===== config.mk =====
export PLATFORM = sky130hd
export DESIGN_NAME = multi_slot_timer_scheduler_flat
export DESIGN_NICKNAME = d
export VERILOG_FILES = /design/src/sv/mst_pkg.sv /design/src/sv/mst_req_if.sv /design/src/sv/mst_rsp_if.sv /design/src/sv/mst_datapath.sv /design/src/sv/mst_controller.sv /design/src/sv/multi_slot_timer_scheduler.sv /design/src/flat_wrapper.sv
export SDC_FILE = /design/constraint.sdc
export NUM_CORES = 1
export LEC_CHECK = 0
export ABC_AREA = 1
export BUFFER_PORTS_ARGS = -buffer_cell sky130_fd_sc_hd__buf_4
export CORE_MARGIN = 2
export CORE_UTILIZATION = 40
export CTS_CLUSTER_SIZE = 25
export DETAILED_ROUTE_END_ITERATION = 12
export PLACE_DENSITY = 0.65
export SLEW_MARGIN = 25
export SYNTH_ARGS = -nofsm -noshare
export SYNTH_HDL_FRONTEND = slang
export SYNTH_SLANG_ARGS = --single-unit

===== constraint.sdc =====
create_clock -name clock -period 5.1 [get_ports clock]
set_clock_uncertainty 0.05 [all_clocks]
set_input_delay 1.02 -clock clock [delete_from_list [all_inputs] [get_ports clock]]
set_output_delay 1.02 -clock clock [all_outputs]
set_load 0.03 [all_outputs]

===== src/sv/mst_pkg.sv =====
`timescale 1ns / 1ps

package mst_pkg;

   localparam int NUM_SLOTS_DEF = 8;
   localparam int RESULT_CAP    = 8;
   localparam int CNT_W         = $clog2(RESULT_CAP + 1);

   localparam int TIME_W   = 32;
   localparam int ACT_W    = 2;
   localparam int TIDX_W   = 4;
   localparam int STATUS_W = 3;
   localparam int OSLOT_W  = 3;

   typedef enum logic [ACT_W-1:0] {
      ACT_START  = 2'd0,
      ACT_CANCEL = 2'd1,
      ACT_POLL   = 2'd2
   } action_type;

   typedef enum logic [STATUS_W-1:0] {
      ST_STARTED     = 3'd0,
      ST_FULL        = 3'd1,
      ST_CANCELLED   = 3'd2,
      ST_CANCEL_FAIL = 3'd3,
      ST_FIRED       = 3'd4,
      ST_NONE        = 3'd5
   } status_type;

   typedef struct packed {
      logic accept;
      logic scan_next;
      logic claim;
      logic full;
      logic cancel;
      logic fire;
      logic flush;
   } ctl_cmd_type;

   typedef struct packed {
      logic cur_active;
      logic cur_due;
      logic scan_last;
      logic cap_next;
      logic pend_valid;
      logic out_free;
   } ctl_sts_type;

endpackage


===== src/sv/mst_req_if.sv =====
`timescale 1ns / 1ps

interface mst_req_if;
   logic                        valid;
   logic                        ready;
   logic [mst_pkg::ACT_W-1:0]   action;
   logic [mst_pkg::TIME_W-1:0]  now_time;
   logic [mst_pkg::TIME_W-1:0]  delay;
   logic                        repeat_req;
   logic [mst_pkg::TIDX_W-1:0]  timer_index;

   modport source (
      output valid, action, now_time, delay, repeat_req, timer_index,
      input  ready
   );

   modport sink (
      input  valid, action, now_time, delay, repeat_req, timer_index,
      output ready
   );
endinterface


===== src/sv/mst_rsp_if.sv =====
`timescale 1ns / 1ps

interface mst_rsp_if;
   logic                          valid;
   logic                          ready;
   logic [mst_pkg::STATUS_W-1:0]  status;
   logic [mst_pkg::OSLOT_W-1:0]   slot;
   logic                          last;

   modport source (
      output valid, status, slot, last,
      input  ready
   );

   modport sink (
      input  valid, status, slot, last,
      output ready
   );
endinterface


===== src/sv/mst_datapath.sv =====
`timescale 1ns / 1ps

module mst_datapath #(
   parameter int NUM_SLOTS = mst_pkg::NUM_SLOTS_DEF
) (
   input  logic                          clock,
   input  logic                          reset,
   input  mst_pkg::ctl_cmd_type          cmd,
   output mst_pkg::ctl_sts_type          sts,
   input  logic [mst_pkg::TIME_W-1:0]    req_now_time,
   input  logic [mst_pkg::TIME_W-1:0]    req_delay,
   input  logic                          req_repeat_req,
   input  logic [mst_pkg::TIDX_W-1:0]    req_timer_index,
   input  logic                          rsp_ready,
   output logic                          rsp_valid,
   output logic [mst_pkg::STATUS_W-1:0]  rsp_status,
   output logic [mst_pkg::OSLOT_W-1:0]   rsp_slot,
   output logic                          rsp_last
);
   import mst_pkg::*;

   localparam int SLOT_W = (NUM_SLOTS > 1) ? $clog2(NUM_SLOTS) : 1;

   // latched word
   logic [TIME_W-1:0]    now_ff;
   logic [TIME_W-1:0]    delay_ff;
   logic                 rep_ff;
   logic [TIDX_W-1:0]    tidx_ff;

   logic [SLOT_W-1:0]    idx_ff, idx_in;
   logic [NUM_SLOTS-1:0] active_ff, active_in;
   logic [NUM_SLOTS-1:0] periodic_ff, periodic_in;
   logic [SLOT_W-1:0]    pend_ff, pend_in;
   logic                 pend_valid_ff, pend_valid_in;
   logic [CNT_W-1:0]     cnt_ff, cnt_in;

   logic [TIME_W-1:0]    slot_deadline_ff [NUM_SLOTS];
   logic [TIME_W-1:0]    slot_period_ff [NUM_SLOTS];
   logic [TIME_W-1:0]    dl_rd_ff;
   logic [TIME_W-1:0]    per_rd_ff;

   logic                 rsp_valid_ff, rsp_valid_in;
   logic [STATUS_W-1:0]  rsp_status_ff;
   logic [OSLOT_W-1:0]   rsp_slot_ff;
   logic                 rsp_last_ff;

   logic [TIME_W-1:0]    diff;
   logic                 due;
   logic [SLOT_W-1:0]    cidx;
   logic                 cancel_ok;
   logic                 out_free;
   logic                 mem_we;
   logic [TIME_W-1:0]    mem_wdata;

   logic                 push;
   status_type           push_status;
   logic [SLOT_W-1:0]    push_slot;
   logic                 push_last;

   assign diff      = now_ff - dl_rd_ff;
   assign due       = active_ff[idx_ff] && !diff[TIME_W-1];
   assign cidx      = SLOT_W'(tidx_ff);
   assign cancel_ok = (32'(tidx_ff) < 32'(NUM_SLOTS)) && active_ff[cidx];
   assign out_free  = !rsp_valid_ff || rsp_ready;

   always_comb begin
      sts.cur_active = active_ff[idx_ff];
      sts.cur_due    = due;
      sts.scan_last  = (idx_ff == SLOT_W'(NUM_SLOTS - 1));
      sts.cap_next   = (cnt_ff == CNT_W'(RESULT_CAP - 1));
      sts.pend_valid = pend_valid_ff;
      sts.out_free   = out_free;
   end

   assign mem_we    = cmd.claim || (cmd.fire && periodic_ff[idx_ff]);
   assign mem_wdata = cmd.claim ? (now_ff + delay_ff) : (dl_rd_ff + per_rd_ff);

   always_comb begin
      idx_in = idx_ff;
      if (cmd.accept) begin
         idx_in = '0;
      end else if (cmd.scan_next) begin
         idx_in = idx_ff + SLOT_W'(1);
      end
   end

   always_comb begin
      active_in   = active_ff;
      periodic_in = periodic_ff;
      if (cmd.claim) begin
         active_in[idx_ff]   = 1'b1;
         periodic_in[idx_ff] = rep_ff;
      end
      if (cmd.cancel && cancel_ok) begin
         active_in[cidx] = 1'b0;
      end
      if (cmd.fire && !periodic_ff[idx_ff]) begin
         active_in[idx_ff] = 1'b0;
      end
   end

   // a fired slot is held back until it is known whether it is the last one
   always_comb begin
      pend_in       = pend_ff;
      pend_valid_in = pend_valid_ff;
      cnt_in        = cnt_ff;
      if (cmd.accept) begin
         pend_valid_in = 1'b0;
         cnt_in        = '0;
      end else if (cmd.fire) begin
         pend_in       = idx_ff;
         pend_valid_in = 1'b1;
         cnt_in        = cnt_ff + CNT_W'(1);
      end else if (cmd.flush) begin
         pend_valid_in = 1'b0;
      end
   end

   always_comb begin
      push        = 1'b0;
      push_status = ST_NONE;
      push_slot   = '0;
      push_last   = 1'b1;
      if (cmd.claim) begin
         push        = 1'b1;
         push_status = ST_STARTED;
         push_slot   = idx_ff;
      end else if (cmd.full) begin
         push        = 1'b1;
         push_status = ST_FULL;
      end else if (cmd.cancel) begin
         push        = 1'b1;
         push_status = cancel_ok ? ST_CANCELLED : ST_CANCEL_FAIL;
      end else if (cmd.fire && pend_valid_ff) begin
         push        = 1'b1;
         push_status = ST_FIRED;
         push_slot   = pend_ff;
         push_last   = 1'b0;
      end else if (cmd.flush) begin
         push = 1'b1;
         if (pend_valid_ff) begin
            push_status = ST_FIRED;
            push_slot   = pend_ff;
         end
      end
   end

   always_comb begin
      rsp_valid_in = rsp_valid_ff;
      if (push) begin
         rsp_valid_in = 1'b1;
      end else if (rsp_ready) begin
         rsp_valid_in = 1'b0;
      end
   end

   always_ff @(posedge clock) begin
      if (reset) begin
         idx_ff        <= '0;
         active_ff     <= '0;
         periodic_ff   <= '0;
         pend_valid_ff <= 1'b0;
         cnt_ff        <= '0;
         rsp_valid_ff  <= 1'b0;
      end else begin
         idx_ff        <= idx_in;
         active_ff     <= active_in;
         periodic_ff   <= periodic_in;
         pend_valid_ff <= pend_valid_in;
         cnt_ff        <= cnt_in;
         rsp_valid_ff  <= rsp_valid_in;
      end
   end

   always_ff @(posedge clock) begin
      pend_ff <= pend_in;
      if (cmd.accept) begin
         now_ff   <= req_now_time;
         delay_ff <= req_delay;
         rep_ff   <= req_repeat_req;
         tidx_ff  <= req_timer_index;
      end
      if (push) begin
         rsp_status_ff <= push_status;
         rsp_slot_ff   <= OSLOT_W'(push_slot);
         rsp_last_ff   <= push_last;
      end
   end

   // deadline and period memories, read one slot ahead of the scan
   always_ff @(posedge clock) begin
      if (mem_we) begin
         slot_deadline_ff[idx_ff] <= mem_wdata;
      end
      if (cmd.claim) begin
         slot_period_ff[idx_ff] <= delay_ff;
      end
      dl_rd_ff  <= slot_deadline_ff[idx_in];
      per_rd_ff <= slot_period_ff[idx_in];
   end

   assign rsp_valid  = rsp_valid_ff;
   assign rsp_status = rsp_status_ff;
   assign rsp_slot   = rsp_slot_ff;
   assign rsp_last   = rsp_last_ff;

endmodule


===== src/sv/mst_controller.sv =====
`timescale 1ns / 1ps

module mst_controller (
   input  logic                       clock,
   input  logic                       reset,
   input  logic                       req_valid,
   input  logic [mst_pkg::ACT_W-1:0]  req_action,
   output logic                       req_ready,
   input  mst_pkg::ctl_sts_type       sts,
   output mst_pkg::ctl_cmd_type       cmd
);
   import mst_pkg::*;

   typedef enum logic [4:0] {
      S_IDLE   = 5'b00001,
      S_START  = 5'b00010,
      S_CANCEL = 5'b00100,
      S_POLL   = 5'b01000,
      S_FLUSH  = 5'b10000
   } state_type;

   state_type state_ff, state_in;

   assign req_ready = (state_ff == S_IDLE);

   always_comb begin
      state_in = state_ff;
      cmd      = '0;
      case (state_ff)
         S_IDLE: begin
            if (req_valid) begin
               cmd.accept = 1'b1;
               case (req_action)
                  ACT_START:  state_in = S_START;
                  ACT_CANCEL: state_in = S_CANCEL;
                  ACT_POLL:   state_in = S_POLL;
                  default:    state_in = S_IDLE;
               endcase
            end
         end
         S_START: begin
            if (!sts.cur_active) begin
               if (sts.out_free) begin
                  cmd.claim = 1'b1;
                  state_in  = S_IDLE;
               end
            end else if (sts.scan_last) begin
               if (sts.out_free) begin
                  cmd.full = 1'b1;
                  state_in = S_IDLE;
               end
            end else begin
               cmd.scan_next = 1'b1;
            end
         end
         S_CANCEL: begin
            if (sts.out_free) begin
               cmd.cancel = 1'b1;
               state_in   = S_IDLE;
            end
         end
         S_POLL: begin
            if (sts.cur_due) begin
               if (!sts.pend_valid || sts.out_free) begin
                  cmd.fire = 1'b1;
                  if (sts.cap_next || sts.scan_last) begin
                     state_in = S_FLUSH;
                  end else begin
                     cmd.scan_next = 1'b1;
                  end
               end
            end else if (sts.scan_last) begin
               state_in = S_FLUSH;
            end else begin
               cmd.scan_next = 1'b1;
            end
         end
         S_FLUSH: begin
            if (sts.out_free) begin
               cmd.flush = 1'b1;
               state_in  = S_IDLE;
            end
         end
         default: begin
            state_in = S_IDLE;
         end
      endcase
   end

   always_ff @(posedge clock) begin
      if (reset) begin
         state_ff <= S_IDLE;
      end else begin
         state_ff <= state_in;
      end
   end

endmodule


===== src/sv/multi_slot_timer_scheduler.sv =====
`timescale 1ns / 1ps

// channel   dir   handshake           word
// req_bus   in    valid/ready         action, now_time, delay, repeat_req, timer_index
// rsp_bus   out   valid/ready         status, slot, last
//
// start scans the active flags one slot a cycle until it finds a free slot or the last one;
// poll walks the slots one a cycle, holding while a due slot waits for the output register,
// through the registered read port of the deadline and period memories
// synchronous reset clears slot flags, controller and output valid; memories are
// not cleared, a slot's deadline and period are used only once it is active
// results leave through one output register; a full register stalls the scan, and
// the next word is taken while the final result still waits

module multi_slot_timer_scheduler #(
   parameter int NUM_SLOTS = mst_pkg::NUM_SLOTS_DEF
) (
   input logic        clock,
   input logic        reset,
   mst_req_if.sink    req_bus,
   mst_rsp_if.source  rsp_bus
);
   import mst_pkg::*;

   ctl_cmd_type cmd;
   ctl_sts_type sts;

   mst_controller u_controller (
      .clock      (clock),
      .reset      (reset),
      .req_valid  (req_bus.valid),
      .req_action (req_bus.action),
      .req_ready  (req_bus.ready),
      .sts        (sts),
      .cmd        (cmd)
   );

   mst_datapath #(
      .NUM_SLOTS (NUM_SLOTS)
   ) u_datapath (
      .clock           (clock),
      .reset           (reset),
      .cmd             (cmd),
      .sts             (sts),
      .req_now_time    (req_bus.now_time),
      .req_delay       (req_bus.delay),
      .req_repeat_req  (req_bus.repeat_req),
      .req_timer_index (req_bus.timer_index),
      .rsp_ready       (rsp_bus.ready),
      .rsp_valid       (rsp_bus.valid),
      .rsp_status      (rsp_bus.status),
      .rsp_slot        (rsp_bus.slot),
      .rsp_last        (rsp_bus.last)
   );

   a_push_into_free: assert property (@(posedge clock) disable iff (reset)
      (cmd.claim || cmd.full || cmd.cancel || cmd.flush || (cmd.fire && sts.pend_valid))
      |-> sts.out_free)
      else $error("result pushed into a busy output register");

   a_busy_after_accept: assert property (@(posedge clock) disable iff (reset)
      (req_bus.valid && req_bus.ready &&
       (req_bus.action == ACT_START || req_bus.action == ACT_CANCEL ||
        req_bus.action == ACT_POLL))
      |=> !req_bus.ready)
      else $error("word taken while previous word still in progress");

   a_flush_gives_last: assert property (@(posedge clock) disable iff (reset)
      cmd.flush |=> (rsp_bus.valid && rsp_bus.last))
      else $error("poll end did not present a final result");

endmodule


===== src/flat_wrapper.sv =====
// flat-port wrapper written by rule: the top's interface ports become plain ports
module multi_slot_timer_scheduler_flat import mst_pkg::*;
#(
   parameter int NUM_SLOTS = mst_pkg::NUM_SLOTS_DEF
)
  (clock, reset, req_bus_valid, req_bus_action, req_bus_now_time, req_bus_delay, req_bus_repeat_req, req_bus_timer_index, req_bus_ready, rsp_bus_valid, rsp_bus_status, rsp_bus_slot, rsp_bus_last, rsp_bus_ready);
  mst_req_if req_bus_i ();
  mst_rsp_if rsp_bus_i ();
  input logic clock;
  input logic reset;
  input wire logic [$bits(req_bus_i.valid)-1:0] req_bus_valid;
  input wire logic [$bits(req_bus_i.action)-1:0] req_bus_action;
  input wire logic [$bits(req_bus_i.now_time)-1:0] req_bus_now_time;
  input wire logic [$bits(req_bus_i.delay)-1:0] req_bus_delay;
  input wire logic [$bits(req_bus_i.repeat_req)-1:0] req_bus_repeat_req;
  input wire logic [$bits(req_bus_i.timer_index)-1:0] req_bus_timer_index;
  output wire logic [$bits(req_bus_i.ready)-1:0] req_bus_ready;
  output wire logic [$bits(rsp_bus_i.valid)-1:0] rsp_bus_valid;
  output wire logic [$bits(rsp_bus_i.status)-1:0] rsp_bus_status;
  output wire logic [$bits(rsp_bus_i.slot)-1:0] rsp_bus_slot;
  output wire logic [$bits(rsp_bus_i.last)-1:0] rsp_bus_last;
  input wire logic [$bits(rsp_bus_i.ready)-1:0] rsp_bus_ready;
  assign req_bus_i.valid = req_bus_valid;
  assign req_bus_i.action = req_bus_action;
  assign req_bus_i.now_time = req_bus_now_time;
  assign req_bus_i.delay = req_bus_delay;
  assign req_bus_i.repeat_req = req_bus_repeat_req;
  assign req_bus_i.timer_index = req_bus_timer_index;
  assign req_bus_ready = req_bus_i.ready;
  assign rsp_bus_valid = rsp_bus_i.valid;
  assign rsp_bus_status = rsp_bus_i.status;
  assign rsp_bus_slot = rsp_bus_i.slot;
  assign rsp_bus_last = rsp_bus_i.last;
  assign rsp_bus_i.ready = rsp_bus_ready;
  multi_slot_timer_scheduler #(.NUM_SLOTS(NUM_SLOTS)) u_core (.clock(clock), .reset(reset), .req_bus(req_bus_i), .rsp_bus(rsp_bus_i));
endmodule

==> results of run 1 <==
-- worst paths after layout --
kind	startpoint	to	slack (ns)
worst max-delay path	u_core.u_datapath.now_ff[29]$_DFFE_PP_	u_core.u_datapath.per_rd_ff[27]$_DFF_P_	0.77
worst min-delay path	u_core.u_datapath.periodic_ff[4]$_SDFFE_PP0P_	u_core.u_datapath.periodic_ff[4]$_SDFFE_PP0P_	0.42
worst min register to register	u_core.u_datapath.periodic_ff[4]$_SDFFE_PP0P_	u_core.u_datapath.periodic_ff[4]$_SDFFE_PP0P_	0.42
worst max register to register	u_core.u_datapath.now_ff[29]$_DFFE_PP_	u_core.u_datapath.per_rd_ff[27]$_DFF_P_	0.77
-- logic make-up (layout without fill, tap and decap cells) --
logic type / Yosys count / count (layout) / synth area share (%)
buf+inv: 867 / 956 / 10.4
mux: 1 / 1 / 0.0304
compound gates: 289 / 289 / 4.91
flops: 685 / 685 / 59.7
xor+xnor: 26 / 26 / 0.692
simple gates: 1500 / 1500 / 20.6
fa+ha+maj: 97 / 97 / 3.73
-- power groups by stage --
stage	sequential, W	combinational, W	clock [W]
2_1_floorplan	0.00854	0.00578	0
3_3_place_gp	0.00888	0.00817	0
3_5_place_dp	0.00887	0.00830	0
4_1_cts	0.00877	0.00834	0.00513
5_1_grt	0.00881	0.00940	0.00536
6_report	0.00877	0.00845	0.00505
-- cell usage in the layout, fill, tap and decap left out, drive strengths merged, types with 2 or more instances in the layout --
master	count
a211oi	3
a21boi	5
a21o	10
a21oi	136
a221oi	4
a31oi	10
buf	130
bufinv	5
clkbuf	87
clkinv	22
clkinvlp	7
dfxtp	94
edfxtp	591
fa	2
ha	95
inv	705
nand2	791
nand3	294
nand4	259
nor2	117
nor3	27
nor3b	2
nor4	5
o211ai	9
o21a	3
o21ai	89
o21bai	5
o221ai	3
o22ai	3
o2bb2ai	2
o31ai	3
or2	3
xnor2	11
xor2	15
-- layout make-up --
| class | count | area, um2 |
|---|---|---|
| well taps | 1070 | 1340 |
| clock buffers | 87 | 1870 |
| multi-input cells | 1913 | 10000 |
| flip-flops and latches | 685 | 19600 |
| repair buffers | 130 | 1080 |
| clock inverters | 37 | 364 |
| fillers | 7718 | 44800 |
| inverters | 702 | 2650 |
-- metal layers --
layer / vias to the layer above / wire (um) / share of wire (%)
li1: 11600 / - / -
met1: 11400 / 37800 / 45
met4: 0 / 2140 / 2.5
met2: 871 / 38400 / 45
met3: 140 / 6400 / 7.6
met5: - / 0 / 0
-- worst max-delay path: cells and delay by family (launching register included) --
family / cells / cell delay (ns)
buffers and inverters: 1 / 0.34
and+or+nand+nor: 15 / 2.94
DFF: 1 / 0.46
adders and majority gates: 1 / 0.32
-- state kept, by name, summed over array words and instances, names as in the netlist, 4 cells and up --
register	flops
u_core.u_datapath.slot_deadline_ff	256
u_core.u_datapath.slot_period_ff	256
u_core.u_datapath.delay_ff	32
u_core.u_datapath.dl_rd_ff	32
u_core.u_datapath.now_ff	32
u_core.u_datapath.per_rd_ff	32
u_core.u_datapath.active_ff	8
u_core.u_datapath.periodic_ff	8
u_core.u_controller.state_ff	5
u_core.u_datapath.cnt_ff	4
u_core.u_datapath.tidx_ff	4
-- stage by stage --
step	hold slack, ns	instances
CTS	0.417	4624
finish	0.419	4624
global placement	0.395	4500
global route	0.444	4624
detailed placement	0.398	4500
floorplan	0.381	3465
==> run_results.csv, run 1 <==
group,metric,value,unit
worst_setup_path,cp_max_fo,59,
cts,cts_tree,"done",
yosys,syn_nets,3637,
yosys,ys.warnings.count,0,
power,swShare,39.9,%
cts,clk_pin_slew,0.06,ns
yosys,yosysMostFrequentCell,"nand2_1",
routing,viasPerCell,5.20,
floorplanning,io_pins,84,
worst_setup_path,cp_common_cell,"nand2_1",
yosys,syn_area_per_cell,9.50,um2
global_routing,use_met2,30.8,%
global_routing,antenna_found_initial,1,
sta,setup_viol,0,
global_routing,grt_pass1_vias,22400,
hold_path,whs_path_depth,2,
floorplanning,core,81700,um2
yosys,syn_area,32900,um2
power,p_leak,16.3,nW
floorplanning,die_h,291,um
placed_design,place_ws,0.819,ns
status,status,"finished clean",
floorplanning,die-area,84600,um2
global_routing,grt_max_degree,204,
sta,min_period,4.33,ns
worst_setup_path,cp.arrival,4.77,ns
global_routing,met3_usage,3.31,%
routing,wl_per_cell,18.3,um
cts,cts_hold_buf,0,
cts,clockBufferDepth,3,
yosys,ys_seq_elements,685,
worst_setup_path,crit_type,"register to register",
worst_setup_path,start_kind,"register",
power,p_seq_share,39.4,%
worst_setup_path,crit_required,5.54,ns
yosys,synth_async_sr_flop_share,0,%
global_routing,gr-max-usage-layer,"met2",
yosys,synth_edf_count,591,
power,total_power,0.0223,W
sta,period_share,84.9,%
yosys,synthTopCellsByArea,"edfxtp_1 54%, nand2_1 9.0%, inv_1 7.9%",
routing,drc,0,
sta,slew-limit-headroom,18.1,%
power,peakVddDrop,661,uV
power,pwr-share-clk,22.7,%
global_routing,track_usage,19.8,%
global_routing,globalRouteOverflowTotal,0,
layout,stdcell_area,36900,um2
floorplanning,die_w,291,um
cts,cts_resized,0,
placed_design,placed_area,34700,um2
layout,synthToLayoutAreaGrowth,12.3,%
worst_setup_path,r2r.worst_path.cells,17,
layout,drive_gt1_share,7.79,%
sta,final_max_slew_viol_count,0,
layout,nets,3673,
placed_design,port_buffers,83,
routing,drtIter0Drc,2472,
hold_path,hold_path_class,"register to register",
global_routing,grt_pass1_wl,131000,um
flow_run,maxCapViolations,0,
placed_design,routabilityCongestion,0.927,
routing,dr.pass1.iters,5,
cts,post-cts-setup-buffer-count,0,
sta,setup_slack,0.771,ns
placed_design,place_hpwl,50000,um
cts,cts_max_level,3,
cts,clock-sinks,685,
yosys,synth_top_area_share,53.9,%
routing,ant_nets,0,
yosys,synth_common_cells,"787 x nand2_1, 696 x inv_1, 591 x edfxtp_1",
cts,clk-insertion-delay-late,0.63,ns
power,p_per_area,603,nW/um2
global_routing,use_met1,28.4,%
worst_setup_path,path_cells,"ha_1 > nand2_1 > nor2_1 > nor3b_2 > nor2b_1 > nand2_1 > nand3_1 > nand3_2 > nand2_2 > nand3_4 > nand3_4 > buf_12 > nand2_1 > nand3_1 > nand2_1 > nand2_1 > nand2_1",
cts,clock-root-buffer,"clkbuf_16",
sta,rsz0062_at_grt,"no",
yosys,ys_seq_area_share,59.7,%
sta,worst_pin_slew,1.23,ns
cts,cts_buffers,69,
power,p_int,0.0134,W
yosys,synth_flop_cell,"edfxtp_1",
worst_setup_path,cp_slowest_stage_delay,0.67,ns
routing,routed_wl,84700,um
yosys,synth_cells,3465,
worst_setup_path,slowest_stage,"nand3_4",
sta,hold_viol_final,0,
power,p_sw,0.00889,W
yosys,synth_top_area_cell,"edfxtp_1",
sta,tns,0,ns
worst_setup_path,crit_path_end_kind,"register",
yosys,yosysUniqueCellTypes,50,
floorplanning,start_util,40.3,%
layout,finish.utilization,45.2,%
routing,vias,24000,
sta,max_freq,0.231,GHz
floorplanning,rows,105,
power,pwr-share-comb,37.9,%
layout,diodes,0,
Power figures use the tool's default switching activity.
==> run 2, diff against run 1 <==
--- a/config.mk
+++ b/config.mk
@@ -5,13 +5,13 @@
 export SDC_FILE = /design/constraint.sdc
 export NUM_CORES = 1
 export LEC_CHECK = 0
-export ABC_AREA = 1
+export ABC_AREA = 0
 export BUFFER_PORTS_ARGS = -buffer_cell sky130_fd_sc_hd__buf_4
 export CORE_MARGIN = 2
 export CORE_UTILIZATION = 40
 export CTS_CLUSTER_SIZE = 25
 export DETAILED_ROUTE_END_ITERATION = 12
-export PLACE_DENSITY = 0.65
+export PLACE_DENSITY = 0.63
 export SLEW_MARGIN = 25
 export SYNTH_ARGS = -nofsm -noshare
 export SYNTH_HDL_FRONTEND = slang
==> constraint.sdc (replaced) <==
create_clock -name clock -period 4.5 [get_ports clock]
set_clock_uncertainty 0.05 [all_clocks]
set_input_delay 0.9 -clock clock [delete_from_list [all_inputs] [get_ports clock]]
set_output_delay 0.9 -clock clock [all_outputs]
set_load 0.03 [all_outputs]
==> run_results.csv, run 2 <==
group,metric,value,unit
worst_setup_path,crit_required,4.96,ns
yosys,synth_top_area_cell,"edfxtp_1",
global_routing,grt_pass1_vias,18600,
layout,diodes,0,
cts,cts_max_level,3,
sta,rsz0062_at_grt,"no",
layout,fillers,6228,
floorplanning,die_h,273,um
yosys,yosysUniqueCellTypes,69,
worst_setup_path,start_kind,"register",
hold_path,hold-path-endpoint,"u_core.u_datapath.tidx_ff[3]$_DFFE_PP_",
cts,clockBufferDepth,3,
cts,clk_pin_slew,0.06,ns
floorplanning,rows,98,
yosys,syn_nets,2475,
global_routing,globalRouteOverflowTotal,0,
cts,cts_tree,"done",
placed_design,place_hpwl,47200,um
sta,worst_pin_slew,1.00,ns
yosys,syn_area_per_cell,12.5,um2
layout,seqCellArea,19600,um2
hold_path,hold_path_class,"input port to register",
yosys,synth_flop_cell,"edfxtp_1",
routing,wl_per_cell,21.1,um
power,p_per_area,588,nW/um2
layout,multi_input_area,8730,um2
cts,clock-sinks,685,
global_routing,grt_pass1_wl,110000,um
floorplanning,core,71500,um2
layout,synthToLayoutAreaGrowth,17.1,%
floorplanning,io_pins,84,
yosys,yosysMostFrequentCell,"edfxtp_1",
yosys,ys_seq_elements,685,
sta,slew-limit-headroom,33.3,%
worst_setup_path,rrSetupSlack,0.19,ns
routing,viasPerCell,5.48,
yosys,syn_area,28900,um2
worst_setup_path,r2r.worst_path.cells,15,
cts,clk-insertion-delay-late,0.61,ns
power,peakVddDrop,350,uV
hold_path,worstHoldStart,"req_bus_timer_index[3]",
layout,drive_gt1_share,12.6,%
layout,stdcell_area,33800,um2
layout,finish.utilization,47.3,%
sta,period_share,95.7,%
cts,cts_buffers,70,
layout,nets,2617,
worst_setup_path,cp_max_fo,47,
sta,final_max_slew_viol_count,0,
cts,cts_resized,0,
routing,drc,0,
yosys,synth_common_cells,"591 x edfxtp_1, 506 x nand2_1, 151 x nand3_1",
power,p_leak,12.5,nW
yosys,ys_seq_area_share,68.0,%
hold_path,whs_path_depth,1,
cts,post-cts-setup-buffer-count,0,
status,status,"finished clean",
yosys,synth_cells,2303,
floorplanning,start_util,40.4,%
global_routing,antenna_found_initial,2,
placed_design,port_buffers,83,
sta,setup_viol,0,
layout,reg.largest.list,"u_core.u_datapath.slot_deadline_ff: 256 flops, u_core.u_datapath.slot_period_ff: 256 flops",
cts,cts_hold_buf,0,
floorplanning,die-area,74400,um2
worst_setup_path,crit_type,"register to register",
routing,dr.pass1.iters,5,
routing,vias,18900,
sta,min_period,4.31,ns
placed_design,placed_area,31500,um2
yosys,synthTopCellsByArea,"edfxtp_1 61%, nand2_1 6.6%, dfxtp_1 6.5%",
routing,drtIter0Drc,1710,
layout,final_common_cell,"edfxtp_1",
yosys,ys.warnings.count,0,
worst_setup_path,cp.arrival,4.76,ns
cts,clock-root-buffer,"clkbuf_16",
sta,tns,0,ns
layout,layout_common_cells,"591 x edfxtp_1, 506 x nand2_1, 150 x nand3_1, 142 x buf_4, 138 x a21oi_1",
sta,max_freq,0.232,GHz
routing,ant_nets,0,
worst_setup_path,r2r_start,"u_core.u_datapath.now_ff[30]$_DFFE_PP_",
yosys,synth_edf_count,591,
sta,hold_viol_final,0,
flow_run,maxCapViolations,0,
global_routing,track_usage,19.4,%
yosys,synth_async_sr_flop_share,0,%
power,total_power,0.0199,W
yosys,synth_top_area_share,61.4,%
floorplanning,die_w,273,um
global_routing,grt_max_degree,53,
routing,routed_wl,73000,um
worst_setup_path,reg2reg_to,"u_core.u_datapath.dl_rd_ff[1]$_DFF_P_",
placed_design,routabilityCongestion,0.885,
worst_setup_path,crit_path_end_kind,"register",
## run 2: changes by cell type after synthesis, moves of 18 or more
cell	delta
inv_1	-646
nand2_1	-281
nand4_1	-251
nand3_1	-139
and3_1	+77
a32oi_1	+63
buf_2	-61
o21ai_0	-37
nor2_1	-34
mux2i_1	+20
xnor2_1	+18
## run 2: cell families (layout without fill, tap and decap cells)
group	Yosys count	after routing	synth area share, %
and+or+nand+nor	907	907	13.9
AOI/OAI and AO/OA	375	375	8.56
buffers and inverters	157	355	2.46
DFF	685	685	68.0
xor gates and xnor gates	55	55	1.69
adders and majority gates	97	97	4.25
muxes	27	27	1.17
## run 2: stage by stage
step           setup slack, ns  hold slack (ns)  std cells
4_1_cts                  0.202            0.387       3451
3_5_place_dp             0.239            0.435       3323
5_1_grt                 0.0262            0.391       3451
2_1_floorplan           -0.430            0.379       2303
3_3_place_gp             0.273            0.425       3323
6_report                 0.194            0.417       3451
## run 2: report_power, final
part	leakage, nW	switching (W)	internal, W
clock network	1.13	0.00236	0.00353
registers	6.11	0.000520	0.00830
logic	5.25	0.00327	0.00193
## run 2: worst max-delay path by stage
stage / from / endpoint
floorplan: u_core.u_datapath.now_ff[4]$_DFFE_PP_ / u_core.u_datapath.slot_deadline_ff[2][0]$_DFFE_PP_
global placement: u_core.u_datapath.now_ff[4]$_DFFE_PP_ / u_core.u_datapath.dl_rd_ff[1]$_DFF_P_
detailed placement: u_core.u_datapath.now_ff[4]$_DFFE_PP_ / u_core.u_datapath.dl_rd_ff[1]$_DFF_P_
CTS: u_core.u_datapath.now_ff[4]$_DFFE_PP_ / u_core.u_datapath.dl_rd_ff[1]$_DFF_P_
global route: u_core.u_datapath.now_ff[1]$_DFFE_PP_ / u_core.u_datapath.slot_deadline_ff[7][29]$_DFFE_PP_
finish: u_core.u_datapath.now_ff[30]$_DFFE_PP_ / u_core.u_datapath.dl_rd_ff[1]$_DFF_P_
## run 2: worst max-delay path: stages, from the launching register on
cell and delay [ns]:
edfxtp_1 0.48, ha_1 0.45, nand4_2 0.25, nor4_2 0.43, a221oi_1 0.14, nand3_1 0.14, a31o_2 0.16, xnor2_2 0.15
o41ai_4 0.37, buf_12 0.21, mux2i_4 0.26, buf_12 0.19, buf_12 0.22, nand2_1 0.08, a32oi_1 0.25, and3_1 0.32
## run 2: layout make-up
| type | instances | area share [%] |
|---|---|---|
| well taps | 950 | 3.52 |
| multi-input cells | 1461 | 25.8 |
| flip-flops and latches | 685 | 58.0 |
| inverters | 51 | 0.574 |
| clock inverters | 21 | 0.866 |
| repair buffers | 176 | 5.17 |
| clock buffers | 107 | 6.02 |
## run 2: routing by layer
| metal | wire, um | part of all wire, % | global-route usage (%) | vias to the layer above |
|---|---|---|---|---|
| met3 | 3690 | 5.1 | 2.74 | 105 |
| li1 | - | - | - | 8791 |
| met4 | 1760 | 2.4 | 5.80 | 2 |
| met5 | 9 | 0.012 | 0 | - |
| met1 | 32700 | 45 | 26.9 | 9412 |
| met2 | 34800 | 48 | 31.7 | 586 |
